===== config.mk =====
export PLATFORM = sky130hd
export DESIGN_NAME = nvls_ctrl_flat
export DESIGN_NICKNAME = d
export VERILOG_FILES = /design/src/rtl/nearest_vector_l1_search_macros.svh /design/src/rtl/nvls_pkg.sv /design/src/rtl/nvls_if.sv /design/src/rtl/nvls_ctrl.sv /design/src/flat_wrapper.sv
export SDC_FILE = /design/constraint.sdc
export NUM_CORES = 1
export LEC_CHECK = 0
export BUFFER_PORTS_ARGS = -buffer_cell sky130_fd_sc_hd__buf_4
export CORE_ASPECT_RATIO = 0.6
export CORE_MARGIN = 4
export CORE_UTILIZATION = 45
export DETAILED_ROUTE_END_ITERATION = 12
export PLACE_DENSITY = 0.66
export SYNTH_ARGS = -nofsm -noshare
export SYNTH_HDL_FRONTEND = slang
export SYNTH_SLANG_ARGS = --single-unit

===== constraint.sdc =====
create_clock -name clk -period 3.4 [get_ports clk]
set_input_delay 0.68 -clock clk [delete_from_list [all_inputs] [get_ports clk]]
set_output_delay 0.68 -clock clk [all_outputs]
set_load 0.005 [all_outputs]

===== src/rtl/nearest_vector_l1_search_macros.svh =====
// ----------------------------------------------------------------------------
// nearest_vector_l1_search_macros
// Assertion macros for the nearest vector search block. Each expects clk and
// arst_n in scope.
// ----------------------------------------------------------------------------
`ifndef NEAREST_VECTOR_L1_SEARCH_MACROS_SVH
`define NEAREST_VECTOR_L1_SEARCH_MACROS_SVH

`ifndef ASSERT_OFF

// Property that holds at every clock edge outside reset.
`define NVLS_ASSERT(lbl, pexpr, msg) \
	lbl: assert property (@(posedge clk) disable iff (!arst_n) (pexpr)) else $error(msg);

// Condition in one cycle forces a consequence in the next.
`define NVLS_ASSERT_NEXT(lbl, ante, cons, msg) \
	lbl: assert property (@(posedge clk) disable iff (!arst_n) (ante) |=> (cons)) else $error(msg);

`else

`define NVLS_ASSERT(lbl, pexpr, msg)
`define NVLS_ASSERT_NEXT(lbl, ante, cons, msg)

`endif

`endif


===== src/rtl/nvls_pkg.sv =====
// ----------------------------------------------------------------------------
// nvls_pkg
// Sizes, codes, controller/datapath bundles and helpers for the L1 search.
// ----------------------------------------------------------------------------
package nvls_pkg;

	localparam int MAX_ROWS = 16;
	localparam int MAX_LEN  = 64;

	// payload field widths
	localparam int VAL_W  = 16;
	localparam int ROW_W  = 4;
	localparam int COL_W  = 6;
	localparam int DIST_W = 22;

	// storage addressing
	localparam int ROW_AW    = (MAX_ROWS > 1) ? $clog2(MAX_ROWS) : 1;
	localparam int COL_AW    = (MAX_LEN > 1) ? $clog2(MAX_LEN) : 1;
	localparam int REF_AW    = ROW_AW + COL_AW;
	localparam int REF_DEPTH = MAX_ROWS * (2 ** COL_AW);
	localparam int QRY_DEPTH = 2 ** COL_AW;

	// effective counts, able to hold the maximum itself
	localparam int RCNT_W = $clog2(MAX_ROWS + 1);
	localparam int LCNT_W = $clog2(MAX_LEN + 1);

	// full-precision distance sum
	localparam int SUM_W = VAL_W + ((MAX_LEN > 1) ? $clog2(MAX_LEN) : 0);

	localparam logic [DIST_W-1:0] DIST_MAX = {DIST_W{1'b1}};

	// configuration registers
	localparam int CFG_IDX_W  = 2;
	localparam int CFG_DATA_W = 7;
	localparam int RCFG_W     = 5;
	localparam int LCFG_W     = 7;
	localparam logic [CFG_IDX_W-1:0] REG_ROW_COUNT = 2'd0;
	localparam logic [CFG_IDX_W-1:0] REG_VEC_LEN   = 2'd1;

	// item kinds
	localparam logic KIND_REF   = 1'b0;
	localparam logic KIND_QUERY = 1'b1;

	typedef struct packed {
		logic              init_best;
		logic              init_found;
		logic              issue;
		logic              first;
		logic              row_last;
		logic [ROW_AW-1:0] row;
		logic [COL_AW-1:0] col;
		logic              load_out;
	} nvls_cmd_t;

	typedef struct packed {
		logic pipe_busy;
		logic out_free;
	} nvls_sts_t;

	function automatic logic [DIST_W-1:0] sat_dist(input logic [SUM_W-1:0] s);
		return (64'(s) > 64'(DIST_MAX)) ? DIST_MAX : DIST_W'(s);
	endfunction

endpackage


===== src/rtl/nvls_if.sv =====


interface nvls_cfg_if;
	logic       valid;
	logic       ready;
	logic [1:0] index;
	logic [6:0] data;

	modport source (output valid, index, data, input ready);
	modport sink   (input valid, index, data, output ready);
endinterface


===== src/rtl/nvls_ctrl.sv =====
// ----------------------------------------------------------------------------
// nvls_ctrl
// Search sequencer: holds the configuration, walks rows and columns, and
// hands the finished result to the output register.
// ----------------------------------------------------------------------------
module nvls_ctrl (
	input  logic                clk,
	input  logic                arst_n,
	nvls_cfg_if.sink            cfg,
	input  logic                in_fire,
	input  logic                in_kind,
	input  logic                in_last,
	output logic                in_ready,
	output nvls_pkg::nvls_cmd_t cmd,
	input  nvls_pkg::nvls_sts_t sts
);
	import nvls_pkg::*;

	localparam logic [1:0] ST_IDLE  = 2'd0;
	localparam logic [1:0] ST_RUN   = 2'd1;
	localparam logic [1:0] ST_DRAIN = 2'd2;
	localparam logic [1:0] ST_DONE  = 2'd3;

	logic [1:0]        state_q;
	logic [RCFG_W-1:0] row_count_q;
	logic [LCFG_W-1:0] vec_len_q;
	logic [RCNT_W-1:0] rows_q;
	logic [LCNT_W-1:0] len_q;
	logic [ROW_AW-1:0] r_q;
	logic [COL_AW-1:0] c_q;

	logic [RCNT_W-1:0] rows_sat;
	logic [LCNT_W-1:0] len_sat;
	logic              start;
	logic              col_end;
	logic              row_end;

	assign cfg.ready = 1'b1;
	assign in_ready  = (state_q == ST_IDLE);

	assign rows_sat = (32'(row_count_q) > MAX_ROWS) ? RCNT_W'(MAX_ROWS) : RCNT_W'(row_count_q);
	assign len_sat  = (32'(vec_len_q) > MAX_LEN) ? LCNT_W'(MAX_LEN) : LCNT_W'(vec_len_q);
	assign start    = in_fire && (in_kind == KIND_QUERY) && in_last;

	assign col_end = ((32'(c_q) + 1) == 32'(len_q));
	assign row_end = ((32'(r_q) + 1) == 32'(rows_q));

	always_comb begin
		cmd            = '0;
		cmd.row        = r_q;
		cmd.col        = c_q;
		cmd.first      = (c_q == '0);
		cmd.row_last   = col_end;
		cmd.issue      = (state_q == ST_RUN);
		cmd.init_best  = start;
		cmd.init_found = (rows_sat != '0) && (len_sat == '0);
		cmd.load_out   = (state_q == ST_DONE) && sts.out_free;
	end

	always_ff @(posedge clk or negedge arst_n) begin
		if (!arst_n) begin
			row_count_q <= '0;
			vec_len_q   <= LCFG_W'(64);
		end else if (cfg.valid && cfg.ready) begin
			unique case (cfg.index)
				REG_ROW_COUNT: row_count_q <= RCFG_W'(cfg.data);
				REG_VEC_LEN:   vec_len_q   <= LCFG_W'(cfg.data);
				default: ;
			endcase
		end
	end

	always_ff @(posedge clk or negedge arst_n) begin
		if (!arst_n) begin
			state_q <= ST_IDLE;
			rows_q  <= '0;
			len_q   <= '0;
			r_q     <= '0;
			c_q     <= '0;
		end else begin
			unique case (state_q)
				ST_IDLE: begin
					if (start) begin
						rows_q <= rows_sat;
						len_q  <= len_sat;
						r_q    <= '0;
						c_q    <= '0;
						// nothing to scan: the initial best is already the answer
						state_q <= ((rows_sat == '0) || (len_sat == '0)) ? ST_DONE : ST_RUN;
					end
				end
				ST_RUN: begin
					if (col_end) begin
						c_q <= '0;
						if (row_end) begin
							state_q <= ST_DRAIN;
						end else begin
							r_q <= r_q + 1'b1;
						end
					end else begin
						c_q <= c_q + 1'b1;
					end
				end
				ST_DRAIN: begin
					if (!sts.pipe_busy) begin
						state_q <= ST_DONE;
					end
				end
				ST_DONE: begin
					if (sts.out_free) begin
						state_q <= ST_IDLE;
					end
				end
				default: state_q <= ST_IDLE;
			endcase
		end
	end

endmodule


===== src/flat_wrapper.sv =====
// flat-port wrapper written by rule: the top's interface ports become plain ports
module nvls_ctrl_flat import nvls_pkg::*;
  (clk, arst_n, in_fire, in_kind, in_last, in_ready, cmd, sts, cfg_valid, cfg_index, cfg_data, cfg_ready);
  nvls_cfg_if cfg_i ();
  input  logic clk;
  input  logic arst_n;
  input  logic in_fire;
  input  logic in_kind;
  input  logic in_last;
  output logic in_ready;
  output nvls_pkg::nvls_cmd_t cmd;
  input  nvls_pkg::nvls_sts_t sts;
  input wire logic [$bits(cfg_i.valid)-1:0] cfg_valid;
  input wire logic [$bits(cfg_i.index)-1:0] cfg_index;
  input wire logic [$bits(cfg_i.data)-1:0] cfg_data;
  output wire logic [$bits(cfg_i.ready)-1:0] cfg_ready;
  assign cfg_i.valid = cfg_valid;
  assign cfg_i.index = cfg_index;
  assign cfg_i.data = cfg_data;
  assign cfg_ready = cfg_i.ready;
  nvls_ctrl u_core (.clk(clk), .arst_n(arst_n), .cfg(cfg_i), .in_fire(in_fire), .in_kind(in_kind), .in_last(in_last), .in_ready(in_ready), .cmd(cmd), .sts(sts));
endmodule

==> results of run 1 <==
state kept, by name, summed over array words and instances (netlist names):
register,flops
u_core.vec_len_q,7
u_core.rows_q,5
u_core.c_q,6
u_core.row_count_q,5
u_core.r_q,4
u_core.len_q,7
u_core.state_q,2
placed cells by master (no fill, tap or decap), types with 4 or more instances in the layout:
cell	n
a21oi_1	4
buf_4	34
clkbuf_8	5
dfrtp_1	35
ha_1	7
inv_1	9
mux2_2	14
mux2i_1	4
nand2_1	27
nand2b_1	12
nand3_1	6
nor2_1	7
nor2b_1	4
nor3_1	6
o211ai_1	4
o21ai_0	20
xnor2_1	6
xor2_1	5
logic make-up after synthesis:
logic type	count (synthesis)	synth area share
and+or+nand+nor	83	0.210
muxes	18	0.0929
AOI/OAI and AO/OA	42	0.134
buffers and inverters	22	0.0512
DFF	36	0.424
adders and majority gates	7	0.0412
xor gates and xnor gates	11	0.0453
other	1	0.00176
power by group through the flow:
stage | clock, mW | sequential (mW) | combinational (mW)
after floorplan | 0 | 0.693 | 0.659
after CTS | 0.383 | 0.771 | 0.865
after global routing | 0.396 | 0.803 | 0.974
after global placement | 0 | 0.768 | 0.853
after detailed placement | 0 | 0.778 | 0.861
final | 0.375 | 0.772 | 0.860
routing by layer:
metal,up-vias,wire length (µm),global-route usage
met3,5,301,0.0452
li1,835,-,-
met2,39,1850,0.235
met1,765,2600,0.268
met4,0,39,0.0420
met5,-,0,0
final cells by class:
cell class	instances	area, µm²	area share
Clock buffer	6	72.6	0.0291
Clock inverter	2	35.0	0.0140
Sequential cell	36	902	0.362
Tap cell	63	78.8	0.0316
Inverter	9	33.8	0.0135
Multi-Input combinational cell	162	1120	0.448
Timing Repair Buffer	34	255	0.102
stage by stage:
stage | hold WS, ns | utilization | instances
floorplan | 0.384 | - | 220
global placement | 0.488 | 0.523 | 304
detailed placement | 0.498 | 0.523 | 304
CTS | 0.355 | 0.546 | 312
global route | 0.369 | 0.546 | 312
finish | 0.335 | 0.546 | 312
how the worst max path moves through the flow:
stage / start / to / slack, ns / cells past startpoint
final: u_core.c_q[0]$_DFFE_PN0P_ / cmd[11] / 0.44 / 6
after floorplan: u_core.c_q[0]$_DFFE_PN0P_ / cmd[11] / 0.88 / 7
after CTS: u_core.c_q[0]$_DFFE_PN0P_ / cmd[11] / 0.41 / 6
after global placement: u_core.c_q[0]$_DFFE_PN0P_ / cmd[11] / 0.82 / 7
after global routing: u_core.c_q[0]$_DFFE_PN0P_ / cmd[11] / 0.24 / 6
after detailed placement: u_core.c_q[0]$_DFFE_PN0P_ / cmd[11] / 0.74 / 6
==> results by group, run 1 <==
Drt
  – DRC Markers: 0
  – DR pass1 iterations: 4
  – Routed wire length: 4790 µm
  – Via count: 1644
  – Via/cell ratio: 5.27
  – Initial DRC count: 97
  – ANT nets after route: 0
  – Mean routed wirelength per cell: 15.4 µm

Floorplan
  – Boundary Pins: 35
  – Die ar.: 0.00593 mm²
  – # rows: 19
  – Core area: 0.00456 mm²
  – Starting Density: 0.466
  – Die W: 96.8 µm
  – Chip Height: 61.3 µm

Logic synthesis
  – Syn_nets: 244
  – Post-synth cell types: 43
  – Area contributors post-synth: dfrtp_1 41%, mux2_2 7.4%, nand2_1 4.8%, o21ai_0 4.7%, ha_1 4.1%
  – Syn_area_per_cell: 9.67 µm²
  – Post-synth top flop: dfrtp_1
  – Area share of the largest cell type after synthesis: 0.412
  – FFs w/ async S/R, synth: 1.00
  – Syn Inst Count: 220
  – Count leader, synth: dfrtp_1
  – Number of synthesis warnings: 0
  – Post-Syn Area: 0.00213 mm²
  – FF+latch count, synth: 36
  – Leading area contributor after synthesis: dfrtp_1
  – Post-synth EDFFs: 0
  – Register area share after synthesis: 0.424
  – Commonest cells in the netlist: 35 x dfrtp_1, 27 x nand2_1, 20 x o21ai_0

STA
  – Slew Limit Fails: 0
  – RSZ-0062 raised after global routing: no
  – Slew @ Worst Pin: 0.739 ns
  – Min cycle time layout: 2.96 ns
  – Max Clk Rate: 338 MHz
  – Final setup TNS: 0 ns
  – Worst Skew: 0.00681 ns
  – Final worst slack: 0.440 ns
  – Period utilization: 0.871
  – Max_slew headroom: 0.506
  – # setup viols final: 0
  – Final Hold Violating Endpoints: 0

Power
  – Sequential Power Share: 0.385
  – Leakage dissipation: 1.10 nW
  – Comb pwr share: 0.428
  – Int Power: 1.21 mW
  – Cell Pwr Density: 805 mW/mm²
  – Clk pwr share: 0.187
  – Sw frac: 0.395
  – Worst vdd ir: 0.000480 V
  – Net Sw Power: 0.793 mW
  – Total Power: 2.01 mW

Clock network
  – Max Root-Sink Buffers: 2
  – CTS resizes: 0
  – CTS sink cnt: 36
  – TritonCTS clock tree: built
  – Clk root buf: clkbuf_8
  – Post-CTS Setup Repair Bufs: 0
  – Worst-path clk slew: 0.08 ns
  – CTS Hold Buffers Added: 0
  – Cts bufs inserted: 5
  – Worst skew pair latency: 0.29 ns
  – H-tree Lvls: 2

Run
  – MaxCap Viol Count: 0

Placed design
  – Pre-CTS setup slack: 0.740 ns
  – DPL Wire Length: 3630 µm
  – GPL Wtd Cong: 0.888
  – Post-DP Area: 0.00239 mm²
  – # port buffers: 33

Critical path
  – Critical-path maximum fanout: 8
  – CP Data Arrival Time: 2.28 ns
  – Reg2Reg Depth: 7
  – Critical path class: reg2out
  – Cell family with most CP delay: compound AO/OA/AOI/OAI gates
  – Worst path bufs/invs: 1
  – R2r startpoint: u_core.c_q[0]$_DFFE_PN0P_
  – Crit-path max cell delay: 0.50 ns
  – CP max-delay cell: dfrtp_1
  – Critical-path cell list: ha_1 -> and4b_1 -> o211ai_1 -> a311o_1 -> a21oi_1 -> buf_4
  – Type of origin of the critical path: register
  – Worst R2R Setup Slack: 0.85 ns
  – Critical Path RT: 2.72 ns
  – R2r endpoint: u_core.r_q[0]$_DFFE_PN0P_
  – Crit path capture type: output port

Global route
  – Largest net degree at the start of global routing: 37
  – Vias in the first global route: 1574
  – First-pass GRT wire length: 8060 µm
  – Initial antenna violation count: 0
  – GRT Resource Usage Total: 0.172
  – Remaining Overflow, GRT: 0

Outcome
  – Status: complete, no violations

Layout
  – Layout cells sized above 1: 0.249
  – Nets: 272
  – Layout area overhead: 17.2%
  – N_diodes: 0
  – FILL cells: 432
  – Final instance area: 0.00249 mm²

Min path
  – HP Class: in2async
(Power assumes the default switching activity.)
==> run 2: changes to the inputs <==
--- a/config.mk
+++ b/config.mk
@@ -8,9 +8,9 @@
 export BUFFER_PORTS_ARGS = -buffer_cell sky130_fd_sc_hd__buf_4
 export CORE_ASPECT_RATIO = 0.6
 export CORE_MARGIN = 4
-export CORE_UTILIZATION = 45
+export CORE_UTILIZATION = 60
 export DETAILED_ROUTE_END_ITERATION = 12
-export PLACE_DENSITY = 0.66
+export PLACE_DENSITY = 0.84
 export SYNTH_ARGS = -nofsm -noshare
 export SYNTH_HDL_FRONTEND = slang
 export SYNTH_SLANG_ARGS = --single-unit
==> results by group, run 2 (synthesized netlist as in run 1, its figures left out) <==
Power
  – Cell Pwr Density: 793 mW/mm² (was 805 mW/mm²)
  – Leakage dissipation: 1.09 nW (was 1.10 nW)
  – Total Power: 1.95 mW (was 2.01 mW)
  – Worst vdd ir: 0.000449 V (was 0.000480 V)

Drt
  – ANT nets after route: 0 (unchanged)
  – Routed wire length: 4530 µm (was 4790 µm)
  – Via count: 1684 (was 1644)
  – Mean routed wirelength per cell: 15.5 µm (was 15.4 µm)
  – Initial DRC count: 81 (was 97)
  – DR pass1 iterations: 4 (unchanged)
  – DRC Markers: 0 (unchanged)
  – Via/cell ratio: 5.75 (was 5.27)

Outcome
  – Status: complete, no violations (unchanged)

Run
  – MaxCap Viol Count: 0 (unchanged)

Global route
  – GRT Resource Usage Total: 0.215 (was 0.172)
  – Remaining Overflow, GRT: 0 (unchanged)
  – First-pass GRT wire length: 7430 µm (was 8060 µm)
  – Initial antenna violation count: 0 (unchanged)
  – Largest net degree at the start of global routing: 37 (unchanged)
  – Vias in the first global route: 1491 (was 1574)

STA
  – Final setup TNS: 0 ns (unchanged)
  – Max_slew headroom: 0.534 (was 0.506)
  – Max Clk Rate: 337 MHz (was 338 MHz)
  – Final Hold Violating Endpoints: 0 (unchanged)
  – Min cycle time layout: 2.97 ns (was 2.96 ns)
  – RSZ-0062 raised after global routing: no (unchanged)
  – # setup viols final: 0 (unchanged)
  – Slew Limit Fails: 0 (unchanged)
  – Final worst slack: 0.430 ns (was 0.440 ns)
  – Period utilization: 0.874 (was 0.871)
  – Worst Skew: 0.00466 ns (was 0.00681 ns)
  – Slew @ Worst Pin: 0.697 ns (was 0.739 ns)

Clock network
  – Worst-path clk slew: 0.07 ns (was 0.08 ns)
  – CTS resizes: 0 (unchanged)
  – Cts bufs inserted: 5 (unchanged)
  – H-tree Lvls: 2 (unchanged)
  – CTS Hold Buffers Added: 0 (unchanged)
  – CTS sink cnt: 36 (unchanged)
  – TritonCTS clock tree: built (unchanged)
  – Worst skew pair latency: 0.28 ns (was 0.29 ns)
  – Max Root-Sink Buffers: 2 (unchanged)
  – Clk root buf: clkbuf_8 (unchanged)
  – Post-CTS Setup Repair Bufs: 0 (unchanged)

Floorplan
  – Die ar.: 0.00459 mm² (was 0.00593 mm²)
  – Core area: 0.00332 mm² (was 0.00456 mm²)
  – # rows: 16 (was 19)
  – Boundary Pins: 35 (unchanged)
  – Starting Density: 0.640 (was 0.466)
  – Chip Height: 54.1 µm (was 61.3 µm)
  – Die W: 84.9 µm (was 96.8 µm)

Layout
  – Post-Layout Cell Count: 293 (was 312)
  – Most common cell after layout, fill and taps aside: dfrtp_1 (unchanged)
  – Commonest cells after routing, fill and taps aside: 35 x dfrtp_1, 33 x buf_4, 27 x nand2_1 (was 35 x dfrtp_1, 34 x buf_4, 27 x nand2_1)
  – FILL cells: 252 (was 432)
  – Nets: 271 (was 272)
  – Top flop regs: u_core.len_q x7, u_core.vec_len_q x7, u_core.c_q x6 (unchanged)
  – Utilization after layout: 0.739 (was 0.546)
  – N_diodes: 0 (unchanged)
  – Layout cells sized above 1: 0.246 (was 0.249)
  – Layout area overhead: 15.5% (was 17.2%)

Critical path
  – Type of origin of the critical path: register (unchanged)
  – Critical-path maximum fanout: 8 (unchanged)
  – Critical path class: reg2out (unchanged)
  – CP Data Arrival Time: 2.29 ns (was 2.28 ns)
  – Crit path capture type: output port (unchanged)
  – Critical Path RT: 2.72 ns (about the same)

Placed design
  – Pre-CTS setup slack: 0.757 ns (was 0.740 ns)
  – Post-placement cell count: 285 (was 304)
  – GPL Wtd Cong: 0.836 (was 0.888)
  – DPL Wire Length: 3380 µm (was 3630 µm)
  – # port buffers: 33 (unchanged)

Min path
  – HP Class: in2async (unchanged)
## run 2: cell count changes in the layout (fill, tap and decap cells not counted), sizes merged
cell,before,now
buf,34,33
bufinv,1,0
clkbuf,6,8
clkinv,1,0
## run 2: power by group
group / total [mW] / switching, mW / leakage [nW] / internal (mW)
Sequential: 0.763 / 0.183 / 0.457 / 0.580
Clock: 0.330 / 0.146 / 0.0515 / 0.185
Combinational: 0.854 / 0.444 / 0.585 / 0.410
Total: 1.95 / 0.772 / 1.09 / 1.18
## run 2: cell type report
type	count	area, µm²	share of cell area
Multi-Input combinational cell	162	1120	0.454
Inverter	9	33.8	0.0138
Tap cell	45	56.3	0.0229
Clock buffer	8	100	0.0408
Sequential cell	36	902	0.367
Timing Repair Buffer	33	248	0.101
## run 2: metrics by stage
step | hold WS, ns | cell area [µm²]
final | 0.338 | 2460
after global routing | 0.366 | 2460
after CTS | 0.347 | 2460
after detailed placement | 0.495 | 2360
after global placement | 0.488 | 2360
after floorplan | 0.384 | 2130
## run 2: routing by layer
layer  wire length, µm  global-route usage
met1              2250               0.316
met2              2000               0.305
met3               251              0.0688
met4                36              0.0553
met5                 0                   0
## run 2: critical path, cell delays in order (launching register included)
cell and delay (ns):
dfrtp_1 0.49, ha_1 0.36, and4b_1 0.24, o211ai_1 0.09, a311o_1 0.43, a21oi_1 0.24, buf_4 0.16
## run 2: worst paths after layout
path | start | end | cells past startpoint | slack (ns)
worst max-delay path | u_core.c_q[0]$_DFFE_PN0P_ | cmd[11] | 6 | 0.43
min in group clk | u_core.len_q[3]$_DFFE_PN0P_ | u_core.len_q[3]$_DFFE_PN0P_ | 2 | 0.51
worst min-delay path | arst_n | u_core.c_q[4]$_DFFE_PN0P_ | 1 | 0.34
max in group asynchronous | arst_n | u_core.vec_len_q[6]$_DFFE_PN1P_ | 1 | 2.71
worst min register to register | u_core.len_q[3]$_DFFE_PN0P_ | u_core.len_q[3]$_DFFE_PN0P_ | 2 | 0.51
worst max register to register | u_core.c_q[0]$_DFFE_PN0P_ | u_core.r_q[0]$_DFFE_PN0P_ | 7 | 0.79
==> run 3: changes to the inputs <==
==> constraint.sdc (replaced) <==
create_clock -name clk -period 3.7 [get_ports clk]
set_input_delay 0.74 -clock clk [delete_from_list [all_inputs] [get_ports clk]]
set_output_delay 0.74 -clock clk [all_outputs]
set_load 0.005 [all_outputs]
==> results by group, run 3 (synthesized netlist as in run 1, its figures left out) <==
Outcome
  – Status: complete, no violations (unchanged)

Global route
  – Initial antenna violation count: 0 (unchanged)
  – GRT Resource Usage Total: 0.229 (was 0.215)
  – Vias in the first global route: 1722 (was 1491)
  – First-pass GRT wire length: 7970 µm (was 7430 µm)
  – Largest net degree at the start of global routing: 37 (unchanged)
  – Remaining Overflow, GRT: 0 (unchanged)

Drt
  – Initial DRC count: 91 (was 81)
  – DR pass1 iterations: 4 (unchanged)
  – Via count: 1702 (was 1684)
  – Routed wire length: 4710 µm (was 4530 µm)
  – DRC Markers: 0 (unchanged)
  – Mean routed wirelength per cell: 16.1 µm (was 15.5 µm)
  – ANT nets after route: 0 (unchanged)
  – Via/cell ratio: 5.81 (was 5.75)

Clock network
  – Post-CTS Setup Repair Bufs: 0 (unchanged)
  – Clk root buf: clkbuf_8 (unchanged)
  – Worst skew pair latency: 0.30 ns (was 0.28 ns)
  – Cts bufs inserted: 5 (unchanged)
  – CTS sink cnt: 36 (unchanged)
  – Max Root-Sink Buffers: 2 (unchanged)
  – CTS resizes: 0 (unchanged)
  – H-tree Lvls: 2 (unchanged)
  – Worst-path clk slew: 0.07 ns (about the same)
  – CTS Hold Buffers Added: 0 (unchanged)
  – TritonCTS clock tree: built (unchanged)

Placed design
  – Post-placement cell count: 285 (unchanged)
  – DPL Wire Length: 3460 µm (was 3380 µm)
  – GPL Wtd Cong: 0.771 (was 0.836)
  – Post-DP Area: 0.00236 mm² (unchanged)
  – # port buffers: 33 (unchanged)

Power
  – Int Power: 1.11 mW (was 1.18 mW)
  – Sequential Power Share: 0.384 (was 0.392)
  – Comb pwr share: 0.429 (was 0.439)
  – Leakage dissipation: 1.10 nW (was 1.09 nW)
  – Worst vdd ir: 0.000552 V (was 0.000449 V)
  – Net Sw Power: 0.726 mW (was 0.772 mW)
  – Clk pwr share: 0.187 (was 0.170)
  – Cell Pwr Density: 745 mW/mm² (was 793 mW/mm²)
  – Sw frac: 0.396 (was 0.397)

Layout
  – Multi-input logic area: 0.00112 mm² (unchanged)
  – Seq. cell area: 902 µm² (unchanged)
  – Layout area overhead: 15.8% (was 15.5%)
  – Nets: 271 (unchanged)
  – N_diodes: 0 (unchanged)
  – Layout cells sized above 1: 0.246 (unchanged)
  – Final instance area: 0.00246 mm² (about the same)
  – Top flop regs: u_core.len_q x7, u_core.vec_len_q x7, u_core.c_q x6 (unchanged)
  – Utilization after layout: 0.741 (was 0.739)
  – Commonest cells after routing, fill and taps aside: 35 x dfrtp_1, 33 x buf_4, 27 x nand2_1 (unchanged)
  – Most common cell after layout, fill and taps aside: dfrtp_1 (unchanged)
  – FILL cells: 239 (was 252)
  – Post-Layout Cell Count: 293 (unchanged)

STA
  – Worst Skew: 0.00840 ns (was 0.00466 ns)
  – Min cycle time layout: 3.05 ns
  – RSZ-0062 raised after global routing: no (unchanged)
  – Final setup TNS: 0 ns (unchanged)
  – Max_slew headroom: 0.540 (was 0.534)
  – Slew Limit Fails: 0 (unchanged)
  – Period utilization: 0.825
  – Slew @ Worst Pin: 0.689 ns (was 0.697 ns)
  – Max Clk Rate: 328 MHz
  – # setup viols final: 0 (unchanged)
  – Final Hold Violating Endpoints: 0 (unchanged)

Floorplan
  – Die ar.: 0.00459 mm² (unchanged)
  – Chip Height: 54.1 µm (unchanged)
  – Boundary Pins: 35 (unchanged)
  – Die W: 84.9 µm (unchanged)
  – # rows: 16 (unchanged)
  – Starting Density: 0.640 (unchanged)
  – Core area: 0.00332 mm² (unchanged)

Min path
  – HP Class: in2async (unchanged)

Critical path
  – CP Data Arrival Time: 2.31 ns (was 2.29 ns)
  – Critical path class: reg2out (unchanged)
  – Critical Path RT: 2.96 ns (was 2.72 ns)
  – Worst R2R Setup Slack: 1.13 ns (was 0.79 ns)
  – Crit path capture type: output port (unchanged)
  – Type of origin of the critical path: register (unchanged)
  – Critical-path maximum fanout: 8 (unchanged)

Run
  – MaxCap Viol Count: 0 (unchanged)
## run 3: cell types whose count changed in the layout (fill, tap and decap cells not counted), sizes merged
cell / previous run / this run
clkbuf: 8 / 6
bufinv: 0 / 1
clkinv: 0 / 1
## run 3: power groups by stage
stage / sequential [mW] / clock (mW) / combinational [mW]
after CTS: 0.704 / 0.343 / 0.789
after global placement: 0.698 / 0 / 0.750
after detailed placement: 0.711 / 0 / 0.779
after global routing: 0.730 / 0.365 / 0.891
final: 0.705 / 0.342 / 0.787
after floorplan: 0.637 / 0 / 0.605
## run 3: stage by stage
| stage | setup WS, ns | total power [mW] | hold WS (ns) |
|---|---|---|---|
| global placement | 1.07 | 1.45 | 0.487 |
| finish | 0.647 | 1.83 | 0.388 |
| CTS | 0.646 | 1.84 | 0.409 |
| floorplan | 1.12 | 1.24 | 0.444 |
| detailed placement | 1.00 | 1.49 | 0.506 |
| global route | 0.465 | 1.99 | 0.416 |
## run 3: area by class of cell
| cell class | instances | share of cell area |
|---|---|---|
| multi-input combinational | 162 | 0.453 |
| timing repair buffer | 33 | 0.101 |
| sequential | 36 | 0.366 |
| clock inverter | 2 | 0.0142 |
| inverter | 9 | 0.0137 |
| clock buffer | 6 | 0.0295 |
| tap | 45 | 0.0229 |
## run 3: final timing paths
check	startpoint	end	depth (start not counted)
worst max-delay path	u_core.c_q[0]$_DFFE_PN0P_	cmd[11]	7
worst min register to register	u_core.len_q[4]$_DFFE_PN0P_	u_core.len_q[4]$_DFFE_PN0P_	2
max in group asynchronous	arst_n	u_core.vec_len_q[6]$_DFFE_PN1P_	1
min in group clk	u_core.len_q[4]$_DFFE_PN0P_	u_core.len_q[4]$_DFFE_PN0P_	2
worst min-delay path	arst_n	u_core.c_q[4]$_DFFE_PN0P_	1
worst max register to register	u_core.c_q[0]$_DFFE_PN0P_	u_core.r_q[0]$_DFFE_PN0P_	8
## run 3: layer usage
layer	vias up	global-route usage	share of wire
li1	826	-	-
met3	13	0.0719	0.071
met1	801	0.292	0.45
met2	62	0.361	0.46
met5	-	0	0
met4	0	0.113	0.021
## run 3: critical path, stage by stage (launching register included)
cell      delay, ns
dfrtp_1        0.49
inv_1          0.08
ha_1           0.33
xnor2_1        0.16
o211ai_1       0.11
a311o_1        0.43
a21oi_1        0.25
buf_4          0.16
